--- src/hw/rtl/lpfp_pkg.sv ---
// ----------------------------------------------------------------------------
// lpfp_pkg
// Shared types and constants of the length-prefixed frame parser.
// ----------------------------------------------------------------------------
package lpfp_pkg;

    localparam int unsigned HdrBytes = 12;
    localparam int unsigned CfgDataW = 32;
    localparam int unsigned CfgIdxW  = 2;

    typedef enum logic [1:0] {
        PH_HEADER  = 2'd0,
        PH_PAYLOAD = 2'd1,
        PH_ERROR   = 2'd2
    } t_phase;

    typedef enum logic [1:0] {
        KIND_PAYLOAD = 2'd0,
        KIND_EMPTY   = 2'd1,
        KIND_ERROR   = 2'd2
    } t_kind;

    typedef enum logic [1:0] {
        ST_OK          = 2'd0,
        ST_BAD_MAGIC   = 2'd1,
        ST_BAD_VERSION = 2'd2,
        ST_TOO_LARGE   = 2'd3
    } t_status;

    typedef enum logic [CfgIdxW-1:0] {
        REG_MAGIC      = 2'd0,
        REG_VERSION    = 2'd1,
        REG_MAX_LENGTH = 2'd2,
        REG_BIG_ENDIAN = 2'd3
    } t_reg_idx;

    // byte k is the k-th byte received of the header
    typedef logic [HdrBytes-1:0][7:0] t_hdr;

    typedef struct packed {
        logic [31:0] magic;
        logic [15:0] version;
        logic [31:0] max_length;
        logic        big_endian;
    } t_cfg;

    typedef struct packed {
        t_status     status;
        logic [15:0] frame_type;
        logic [31:0] length;
    } t_hdr_chk;

endpackage

--- src/hw/rtl/lpfp_hdr_check.sv ---
// ----------------------------------------------------------------------------
// lpfp_hdr_check
// Assembles the header fields in the configured byte order and checks
// magic, version and payload length.
// ----------------------------------------------------------------------------
module lpfp_hdr_check (
    input  lpfp_pkg::t_hdr     i_hdr,
    input  lpfp_pkg::t_cfg     i_cfg,
    output lpfp_pkg::t_hdr_chk o_chk
);

    logic [31:0] w_magic;
    logic [15:0] w_version;
    logic [15:0] w_type;
    logic [31:0] w_length;

    always_comb begin
        if (i_cfg.big_endian) begin
            w_magic   = {i_hdr[0], i_hdr[1], i_hdr[2], i_hdr[3]};
            w_version = {i_hdr[4], i_hdr[5]};
            w_type    = {i_hdr[6], i_hdr[7]};
            w_length  = {i_hdr[8], i_hdr[9], i_hdr[10], i_hdr[11]};
        end else begin
            w_magic   = {i_hdr[3], i_hdr[2], i_hdr[1], i_hdr[0]};
            w_version = {i_hdr[5], i_hdr[4]};
            w_type    = {i_hdr[7], i_hdr[6]};
            w_length  = {i_hdr[11], i_hdr[10], i_hdr[9], i_hdr[8]};
        end
    end

    always_comb begin
        o_chk.frame_type = w_type;
        o_chk.length     = w_length;
        if (w_magic != i_cfg.magic) begin
            o_chk.status = lpfp_pkg::ST_BAD_MAGIC;
        end else if (w_version != i_cfg.version) begin
            o_chk.status = lpfp_pkg::ST_BAD_VERSION;
        end else if (w_length > i_cfg.max_length) begin
            o_chk.status = lpfp_pkg::ST_TOO_LARGE;
        end else begin
            o_chk.status = lpfp_pkg::ST_OK;
        end
    end

endmodule

--- src/hw/rtl/length_prefixed_frame_parser_unit.sv ---
// ----------------------------------------------------------------------------
// length_prefixed_frame_parser_unit
// Deframes a byte stream of 12-byte headers and payloads, streaming payload
// bytes out tagged with the frame type.
// ----------------------------------------------------------------------------
// One byte is taken per clock and its result, if any, appears in the output
// register on the next cycle; a new byte is taken even while that result is
// still waiting, so the block sustains one byte per cycle and stalls its
// input only while the output register is full and stalled. Header bytes
// give no result until the twelfth, where the header is checked as that
// byte is taken: a bad header gives one error result and the block drops
// every byte until reset; a zero-length frame gives one empty-frame result.
module length_prefixed_frame_parser_unit (
    input  logic                               i_clk,
    input  logic                               i_rst_n,
    // configuration
    input  logic                               i_cfg_we,
    input  logic [lpfp_pkg::CfgIdxW-1:0]       i_cfg_index,
    input  logic [lpfp_pkg::CfgDataW-1:0]      i_cfg_data,
    // byte input
    input  logic                               i_valid,
    output logic                               o_stall,
    input  logic [7:0]                         i_in_byte,
    // result output
    output logic                               o_valid,
    input  logic                               i_stall,
    output logic [1:0]                         o_kind,
    output logic [15:0]                        o_frame_type,
    output logic [7:0]                         o_data_byte,
    output logic                               o_last_of_frame,
    output logic [1:0]                         o_status
);

    lpfp_pkg::t_cfg r_cfg;

    lpfp_pkg::t_phase r_phase, n_phase;
    logic [3:0]       r_hdr_cnt, n_hdr_cnt;
    logic [10:0][7:0] r_hdr_sh;
    logic [15:0]      r_cur_type, n_cur_type;
    logic [31:0]      r_bytes_left, n_bytes_left;

    logic             r_out_valid;
    lpfp_pkg::t_kind  r_out_kind;
    logic [15:0]      r_out_type;
    logic [7:0]       r_out_data;
    logic             r_out_last;
    lpfp_pkg::t_status r_out_status;

    logic              w_in_acc;
    logic              w_out_free;
    logic              w_res_valid;
    lpfp_pkg::t_kind   w_res_kind;
    logic [15:0]       w_res_type;
    logic [7:0]        w_res_data;
    logic              w_res_last;
    lpfp_pkg::t_status w_res_status;

    lpfp_pkg::t_hdr     w_hdr;
    lpfp_pkg::t_hdr_chk w_chk;

    // configuration registers
    always_ff @(posedge i_clk) begin
        if (!i_rst_n) begin
            r_cfg.magic      <= '0;
            r_cfg.version    <= 16'd1;
            r_cfg.max_length <= 32'd65536;
            r_cfg.big_endian <= 1'b1;
        end else if (i_cfg_we) begin
            case (lpfp_pkg::t_reg_idx'(i_cfg_index))
                lpfp_pkg::REG_MAGIC:      r_cfg.magic      <= i_cfg_data;
                lpfp_pkg::REG_VERSION:    r_cfg.version    <= i_cfg_data[15:0];
                lpfp_pkg::REG_MAX_LENGTH: r_cfg.max_length <= i_cfg_data;
                lpfp_pkg::REG_BIG_ENDIAN: r_cfg.big_endian <= i_cfg_data[0];
                default: ;
            endcase
        end
    end

    assign w_out_free = !r_out_valid || !i_stall;
    assign o_stall    = !w_out_free;
    assign w_in_acc   = i_valid && w_out_free;

    // header as seen when the current byte is the last one
    always_comb begin
        for (int k = 0; k < lpfp_pkg::HdrBytes - 1; k++) begin
            w_hdr[k] = r_hdr_sh[k];
        end
        w_hdr[lpfp_pkg::HdrBytes-1] = i_in_byte;
    end

    lpfp_hdr_check u_hdr_check (
        .i_hdr (w_hdr),
        .i_cfg (r_cfg),
        .o_chk (w_chk)
    );

    always_comb begin
        n_phase      = r_phase;
        n_hdr_cnt    = r_hdr_cnt;
        n_cur_type   = r_cur_type;
        n_bytes_left = r_bytes_left;
        w_res_valid  = 1'b0;
        w_res_kind   = lpfp_pkg::KIND_PAYLOAD;
        w_res_type   = r_cur_type;
        w_res_data   = 8'd0;
        w_res_last   = 1'b0;
        w_res_status = lpfp_pkg::ST_OK;
        case (r_phase)
            lpfp_pkg::PH_PAYLOAD: begin
                // bytes_left is at least one in this phase
                w_res_valid  = 1'b1;
                w_res_data   = i_in_byte;
                w_res_last   = (r_bytes_left == 32'd1);
                n_bytes_left = r_bytes_left - 32'd1;
                if (r_bytes_left == 32'd1) begin
                    n_phase   = lpfp_pkg::PH_HEADER;
                    n_hdr_cnt = '0;
                end
            end
            lpfp_pkg::PH_HEADER: begin
                if (r_hdr_cnt == 4'(lpfp_pkg::HdrBytes - 1)) begin
                    n_hdr_cnt  = '0;
                    w_res_type = w_chk.frame_type;
                    if (w_chk.status != lpfp_pkg::ST_OK) begin
                        w_res_valid  = 1'b1;
                        w_res_kind   = lpfp_pkg::KIND_ERROR;
                        w_res_status = w_chk.status;
                        n_phase      = lpfp_pkg::PH_ERROR;
                    end else begin
                        n_cur_type = w_chk.frame_type;
                        if (w_chk.length == 32'd0) begin
                            w_res_valid  = 1'b1;
                            w_res_kind   = lpfp_pkg::KIND_EMPTY;
                            w_res_last   = 1'b1;
                            n_bytes_left = '0;
                        end else begin
                            n_bytes_left = w_chk.length;
                            n_phase      = lpfp_pkg::PH_PAYLOAD;
                        end
                    end
                end else begin
                    n_hdr_cnt = r_hdr_cnt + 4'd1;
                end
            end
            default: ;
        endcase
    end

    always_ff @(posedge i_clk) begin
        if (!i_rst_n) begin
            r_phase      <= lpfp_pkg::PH_HEADER;
            r_hdr_cnt    <= '0;
            r_cur_type   <= '0;
            r_bytes_left <= '0;
        end else if (w_in_acc) begin
            r_phase      <= n_phase;
            r_hdr_cnt    <= n_hdr_cnt;
            r_cur_type   <= n_cur_type;
            r_bytes_left <= n_bytes_left;
        end
    end

    // header byte shift line, oldest byte at index 0
    always_ff @(posedge i_clk) begin
        if (w_in_acc && r_phase == lpfp_pkg::PH_HEADER) begin
            r_hdr_sh <= {i_in_byte, r_hdr_sh[10:1]};
        end
    end

    always_ff @(posedge i_clk) begin
        if (!i_rst_n) begin
            r_out_valid <= 1'b0;
        end else if (w_out_free) begin
            r_out_valid <= w_in_acc && w_res_valid;
        end
    end

    always_ff @(posedge i_clk) begin
        if (w_in_acc && w_res_valid) begin
            r_out_kind   <= w_res_kind;
            r_out_type   <= w_res_type;
            r_out_data   <= w_res_data;
            r_out_last   <= w_res_last;
            r_out_status <= w_res_status;
        end
    end

    assign o_valid         = r_out_valid;
    assign o_kind          = r_out_kind;
    assign o_frame_type    = r_out_type;
    assign o_data_byte     = r_out_data;
    assign o_last_of_frame = r_out_last;
    assign o_status        = r_out_status;

endmodule
--- config.mk ---
export PLATFORM = sky130hd
export DESIGN_NAME = length_prefixed_frame_parser_unit
export DESIGN_NICKNAME = d
export VERILOG_FILES = /design/src/hw/rtl/lpfp_pkg.sv /design/src/hw/rtl/lpfp_hdr_check.sv /design/src/hw/rtl/length_prefixed_frame_parser_unit.sv
export SDC_FILE = /design/constraint.sdc
export NUM_CORES = 1
export LEC_CHECK = 0
export BUFFER_PORTS_ARGS = -buffer_cell sky130_fd_sc_hd__buf_2
export CAP_MARGIN = 30
export CORE_MARGIN = 3
export CORE_UTILIZATION = 35
export CTS_CLUSTER_DIAMETER = 150
export DETAILED_ROUTE_END_ITERATION = 6
export GPL_TIMING_DRIVEN = 0
export PLACE_DENSITY = 0.52
export SLEW_MARGIN = 20
export SYNTH_ARGS = -nofsm -noshare
export SYNTH_HDL_FRONTEND = slang
export SYNTH_SLANG_ARGS = --single-unit
--- constraint.sdc ---
create_clock -name i_clk -period 5.45 [get_ports i_clk]
set_input_delay 0.545 -clock i_clk [delete_from_list [all_inputs] [get_ports i_clk]]
set_output_delay 0.545 -clock i_clk [all_outputs]
set_load 0.005 [all_outputs]
; Yosys cells after proc, flatten, opt, wreduce, memory -nomap -nowiden
; Index checks and enable logic that the tools add are counted.
[word_totals]
register_bits = 253
input_bits = 47
out_inout_bits = 31
[classes]
add_sub_neg = 2
magnitude_cmp = 1
n_eq_ne = 12
n_mux = 30
bitwise = 3
reduce_logical = 23
[ops]
columns = cell, count
row1 = 32-bit two-way mux, 5
row2 = 16-bit two-way mux, 4
row3 = 32-bit one-hot mux with 2 select lines, 1
row4 = "32-bit by 1-bit equality test with 1-bit output, second input constant", 1
row5 = 32-bit > comparator, 1
row6 = 32-bit zero test, 1
row7 = 32-bit != test, 1
row8 = "32-bit by 1-bit subtractor with 32-bit output, second input constant", 1
row9 = 2-bit two-way mux, 8
row10 = 16-bit != test, 1
row11 = 2-bit AND reduction, 5
row12 = 4-bit two-way mux, 2
row13 = 4-bit one-hot mux with 2 select lines, 1
row14 = 4-bit AND reduction, 2
row15 = 1-bit two-way mux, 6
row16 = "2-bit != test, second input constant", 3
row17 = 3-bit AND reduction, 2
row18 = 5-bit AND reduction, 1
row19 = "4-bit by 1-bit adder with 4-bit output, second input constant", 1
row20 = "2-bit by 1-bit equality test with 1-bit output, second input constant", 2
row21 = "2-bit equality test, second input constant", 2
row22 = "4-bit equality test, second input constant", 1
row23 = 2-bit zero test, 2
row24 = 1-bit one-hot mux with 2 select lines, 2
row25 = other kinds (8), 15

; Longest topological paths before layout
[logic_depth]
ltp_word = 10
depth_mapped = 17
depth_no_buf = 12

; Modules after synthesis
; A second synthesis with hierarchy kept.
[unflattened]
hier_cells = 1271
hier_area_um2 = 12523.3
[modules_own_cells]
columns = module, instances, cells_each, area_each_um2, seq_area_each_um2
row1 = length_prefixed_frame_parser_unit, 1, 926, 9733.1, 6236.0
row2 = lpfp_hdr_check, 1, 345, 2790.2, 0.0

; Worst setup path after synthesis
; Ideal clock, no wire load.
[synth_path]
path_kind = in2reg
from = in i_stall
to = reg r_hdr_sh[0] in the netlist's numbering, enable pin
setup_ns = 0.536
arrival_ns = 4.930
t_required_ns = 4.914
slack_ns = -0.016
path_stages = 3
path_cell_list = and2_1 > or3b_2 > nor2_1
[synth_between]
elab_chain_len = 4
[synth_lines]
columns = item, line_no
row1 = start: declaration, length_prefixed_frame_parser_unit.sv:26  ; input logic i_stall,
row2 = 1-bit zero test, length_prefixed_frame_parser_unit.sv:79  ; assign w_out_free = !r_out_valid || !i_stall;
row3 = 1-bit logical OR, length_prefixed_frame_parser_unit.sv:79
row4 = 1-bit logical AND, length_prefixed_frame_parser_unit.sv:81  ; assign w_in_acc = i_valid && w_out_free;
row5 = 1-bit logical AND, length_prefixed_frame_parser_unit.sv:165  ; if (w_in_acc && r_phase == lpfp_pkg::PH_HEADER) begin
row6 = end signal: assignment, length_prefixed_frame_parser_unit.sv:166  ; r_hdr_sh <= {i_in_byte, r_hdr_sh[10:1]};
row7 = end: declaration, length_prefixed_frame_parser_unit.sv:38  ; logic [10:0][7:0] r_hdr_sh;
; No other way between the ends.
; A chain may end at the register's enable or synchronous reset.

; Worst setup path in the final report
[layout_path]
from = reg r_cfg[0] in the netlist's numbering
to = reg r_out_valid, in the netlist o_valid
[layout_between]
elab_chain_len = 10
[layout_lines]
columns = item, line_no
row1 = start: declaration, length_prefixed_frame_parser_unit.sv:34  ; lpfp_pkg::t_cfg r_cfg;
row2 = 32-bit two-way mux, lpfp_hdr_check.sv:18  ; if (i_cfg.big_endian) begin
row3 = 32-bit > comparator, lpfp_hdr_check.sv:38  ; end else if (w_length > i_cfg.max_length) begin
row4 = 2-bit two-way mux, lpfp_hdr_check.sv:38
row5 = 2-bit two-way mux, lpfp_hdr_check.sv:36  ; end else if (w_version != i_cfg.version) begin
row6 = 2-bit two-way mux, lpfp_hdr_check.sv:34  ; if (w_magic != i_cfg.magic) begin
row7 = 2-bit nonzero test, length_prefixed_frame_parser_unit.sv:124  ; if (w_chk.status != lpfp_pkg::ST_OK) begin
row8 = 1-bit two-way mux (*), length_prefixed_frame_parser_unit.sv:124
row9 = 1-bit two-way mux (*), length_prefixed_frame_parser_unit.sv:121  ; if (r_hdr_cnt == 4'(lpfp_pkg::HdrBytes - 1)) begin
row10 = 1-bit one-hot mux with 2 select lines (*), length_prefixed_frame_parser_unit.sv:108  ; case (r_phase)
row11 = 1-bit logical AND (*), length_prefixed_frame_parser_unit.sv:174  ; r_out_valid <= w_in_acc && w_res_valid;
row12 = end signal: assignment, length_prefixed_frame_parser_unit.sv:174
row13 = end: declaration, length_prefixed_frame_parser_unit.sv:42  ; logic r_out_valid;
; Mark *: on every way between the ends. The rest lies on a longest branch, timed or not.

==> results.md <==
* R2R cell count at 15
* Antenna violations before repair at 0
* Via density at 5.40
* DP Area at roughly 13000 µm²
* Final instance area at 14400 µm²
* Data arrival time of the worst path at 5.59 ns
* GRT overflow at 0
* Die Ht at 194 µm
* Die X at 194 µm
* Min Tclk post-route at 5.15 ns
* Vias in the first global route at 9703
* HP Class: input pin to flop
* Starting DRT DRC Count at 707
* Total track usage at 0.193
* Syn Nets at approximately 1300
* Dpl ws at approximately 0.12 ns
* Synthesized area at 12400 µm²
* CTS buffer count at 30
* Least-Margin Pin Slew at approximately 1 ns
* Root Driver: clkbuf_16
* HP Start: i_in_byte[4]
* Final wirelength at 37.5 mm
* Mapped Avg Cell Area at 9.78 µm²
* Dpl hpwl at 27.8 mm
* CTS sink cnt at 253
* Vias at 10000
* Number of H-tree levels at 1
* Status: complete, no violations
* Nets at 1461
* Commonest non-fill, non-tap cells in the layout: nand2_1, dfxtp_1, a21oi_1
* Largest net degree at the start of global routing at 31
* DR pass1 iterations at 5
* Reg clk slew, reported paths at 0.06 ns
* IO Count at 78
* CP max FO at 30
* Fmax at 194 MHz
* #FFs+latches synth at 253
* Starting Density at 0.357
* Setup WS post-layout at just under 0.3 ns
* Most used DFF post-synth: dfxtp_1
* Yosys Warn Count at 0
* Clock skew at 0.0159 ns
* Worst ir drop on vdd at 230 µV
* Number of flops mapped to enable cells by yosys at 117
* Worst R2R Start: r_cfg[0]$_SDFFE_PN1P_
* Final period utilization at 0.946
* Port bufs at 77
* Post-CTS Setup Repair Bufs at 0
* CP required at 5.89 ns
* Post-DRT Antenna Nets at 0
* Ant diodes at 0
* Crit Path Category: flop to flop
* R2R Path End: o_valid$_SDFFE_PN0N_
* Commonest non-fill, non-tap cell in the layout: nand2_1
* Inst Count DP at 1802
* Post-CTS resize count at 0
* Sequential fraction of the synthesis area at 0.504
* Final count of negative-setup-slack endpoints at 0
* R2r setup slk at 0.30 ns
* Setup crit end kind: flop
* WHS Path Cells at 1
* PwrDens at 307 nW/µm²
* Async S/R FF share, synth at 0
* Layout fillers at approximately 3500
* CTS max path bufs at 3
* Area Growth Syn to Fin at 16.1%
* CP Launch Type: flop
* Post-Synthesis Cells at 1266
* Final Hold Viols at 0
* Leak pwr at 5.44 nW
* Cts hold-fix bufs at 0
* Final Max Slew Viols at 0
* Hold endpoint: r_hdr_sh[84]$_DFFE_PP_
* Routability congestion estimate at 0.871
* Netlist cell types at 67
* First-pass GRT wire length at 57.0 mm
* Share of layout cells above drive strength 1 at 0.145
* Cell Count, Final, Fillers Out at 1858
* Maxcap violations at 0
* CORE AREA at approximately 35000 µm²
* Die area at around 38000 µm²
* CTS tree: built
* Clock latency on the worst-skew pair at 0.55 ns
* Unrepaired setup endpoints after global routing: false
* Core Rows at 68
* Drt drc at 0
* Relative slew margins at 0.352
* WL/cell at 20.2 µm
[per-layer routing]
metal  up-vias  GRT usage  wire length [µm]
met5         -          0                 0
met1      4820      0.270             17200
met2       311      0.307             16700
met3        75     0.0301              2370
met4         0     0.0630              1250
li1       4828          -                 -
[synthesized netlist by cell type, drive strengths merged (2+ instances only)]
cell | number | share of area
ha | 35 | 0.035
o211ai | 6 | 0.0036
edfxtp | 117 | 0.28
nand3 | 14 | 0.0057
o31ai | 2 | 0.0012
or3b | 2 | 0.0014
or4 | 7 | 0.0045
a22o | 2 | 0.0014
xor2 | 21 | 0.015
a221oi | 7 | 0.0055
a311oi | 2 | 0.0014
nor2 | 68 | 0.021
a41o | 2 | 0.0016
nor3b | 3 | 0.0022
nand4 | 29 | 0.015
inv | 44 | 0.013
o32ai | 8 | 0.0057
a21oi | 134 | 0.054
or2 | 4 | 0.0020
mux2i | 50 | 0.040
nor4 | 18 | 0.011
nand3b | 3 | 0.0018
o21ai | 42 | 0.017
o22ai | 5 | 0.0025
or3 | 10 | 0.0055
and3 | 2 | 0.0010
clkbuf | 44 | 0.013
dfxtp | 136 | 0.22
mux2 | 27 | 0.025
and2 | 13 | 0.0066
buf | 24 | 0.015
a21o | 6 | 0.0036
xnor2 | 16 | 0.011
nor2b | 3 | 0.0015
nor3 | 41 | 0.019
nor4bb | 30 | 0.024
a211oi | 20 | 0.018
o21a | 4 | 0.0024
a31oi | 11 | 0.0056
nand2 | 241 | 0.073
[power breakdown]
part           internal, mW  total, mW  switching (mW)
Clock                  1.15       1.94           0.787
Combinational         0.133      0.354           0.221
Sequential             2.05       2.11          0.0605
Total                  3.34       4.40            1.07
[worst max-delay path by stage]
stage	start	endpoint	slack (ns)	depth (start not counted)
finish	r_cfg[0]$_SDFFE_PN1P_	o_valid$_SDFFE_PN0N_	0.30	15
global placement	r_cfg[0]$_SDFFE_PN1P_	o_valid$_SDFFE_PN0N_	-0.16	15
global route	r_cfg[0]$_SDFFE_PN1P_	o_valid$_SDFFE_PN0N_	0.14	15
CTS	r_cfg[0]$_SDFFE_PN1P_	o_valid$_SDFFE_PN0N_	0.03	15
floorplan	r_cfg[0]$_SDFFE_PN1P_	o_valid$_SDFFE_PN0N_	1.26	14
detailed placement	r_cfg[0]$_SDFFE_PN1P_	o_valid$_SDFFE_PN0N_	0.12	15
[logic make-up (layout without fill, tap and decap cells)]
group,Yosys count,after routing,share of synthesized area
flops,253,253,0.504
xor+xnor,37,37,0.0262
mux,77,77,0.0650
fa+ha+maj,35,35,0.0354
simple gates,491,491,0.197
buf+inv,112,249,0.0416
compound gates,261,261,0.131
[registers in the layout, summed over array words and instances (netlist names)]
signal / count
r_phase: 2
o_status: 2
o_valid: 1
r_cur_type: 16
o_last_of_frame: 1
o_data_byte: 8
r_bytes_left: 32
o_frame_type: 16
r_hdr_cnt: 4
r_cfg: 81
o_kind: 2
r_hdr_sh: 88
[area by class of cell]
cell class,count,area [µm²],area share
inverters,44,165,0.0115
clock buffers,46,842,0.0586
repair buffers,81,468,0.0326
well taps,455,569,0.0396
flip-flops and latches,253,6240,0.434
clock inverters,10,98.8,0.00688
plain buffers,68,352,0.0245
multi-input cells,901,5640,0.392
[metrics by stage]
stage	total power [mW]	hold WS, ns	util	setup TNS, ns
floorplan	2.35	0.436	-	0
global placement	2.49	0.447	0.384	-3.82
detailed placement	2.50	0.449	0.387	0
CTS	4.45	0.221	0.414	0
global route	4.56	0.225	0.414	0
finish	4.40	0.237	0.414	0
[critical path, stage by stage, from the launching register on]
cell and delay (ns):
dfxtp_1 0.33, buf_6 0.14, buf_6 0.19, buf_2 0.32, mux2i_1 0.66, inv_1 0.25
ha_1 0.37, nand4_1 0.11, nor4_1 0.40, nand2_1 0.17, o41a_1 0.16, a31oi_1 0.58
nand4_2 0.36, o21a_1 0.27, o21a_2 0.42, o21a_1 0.28
(Power assumes the default switching activity.)
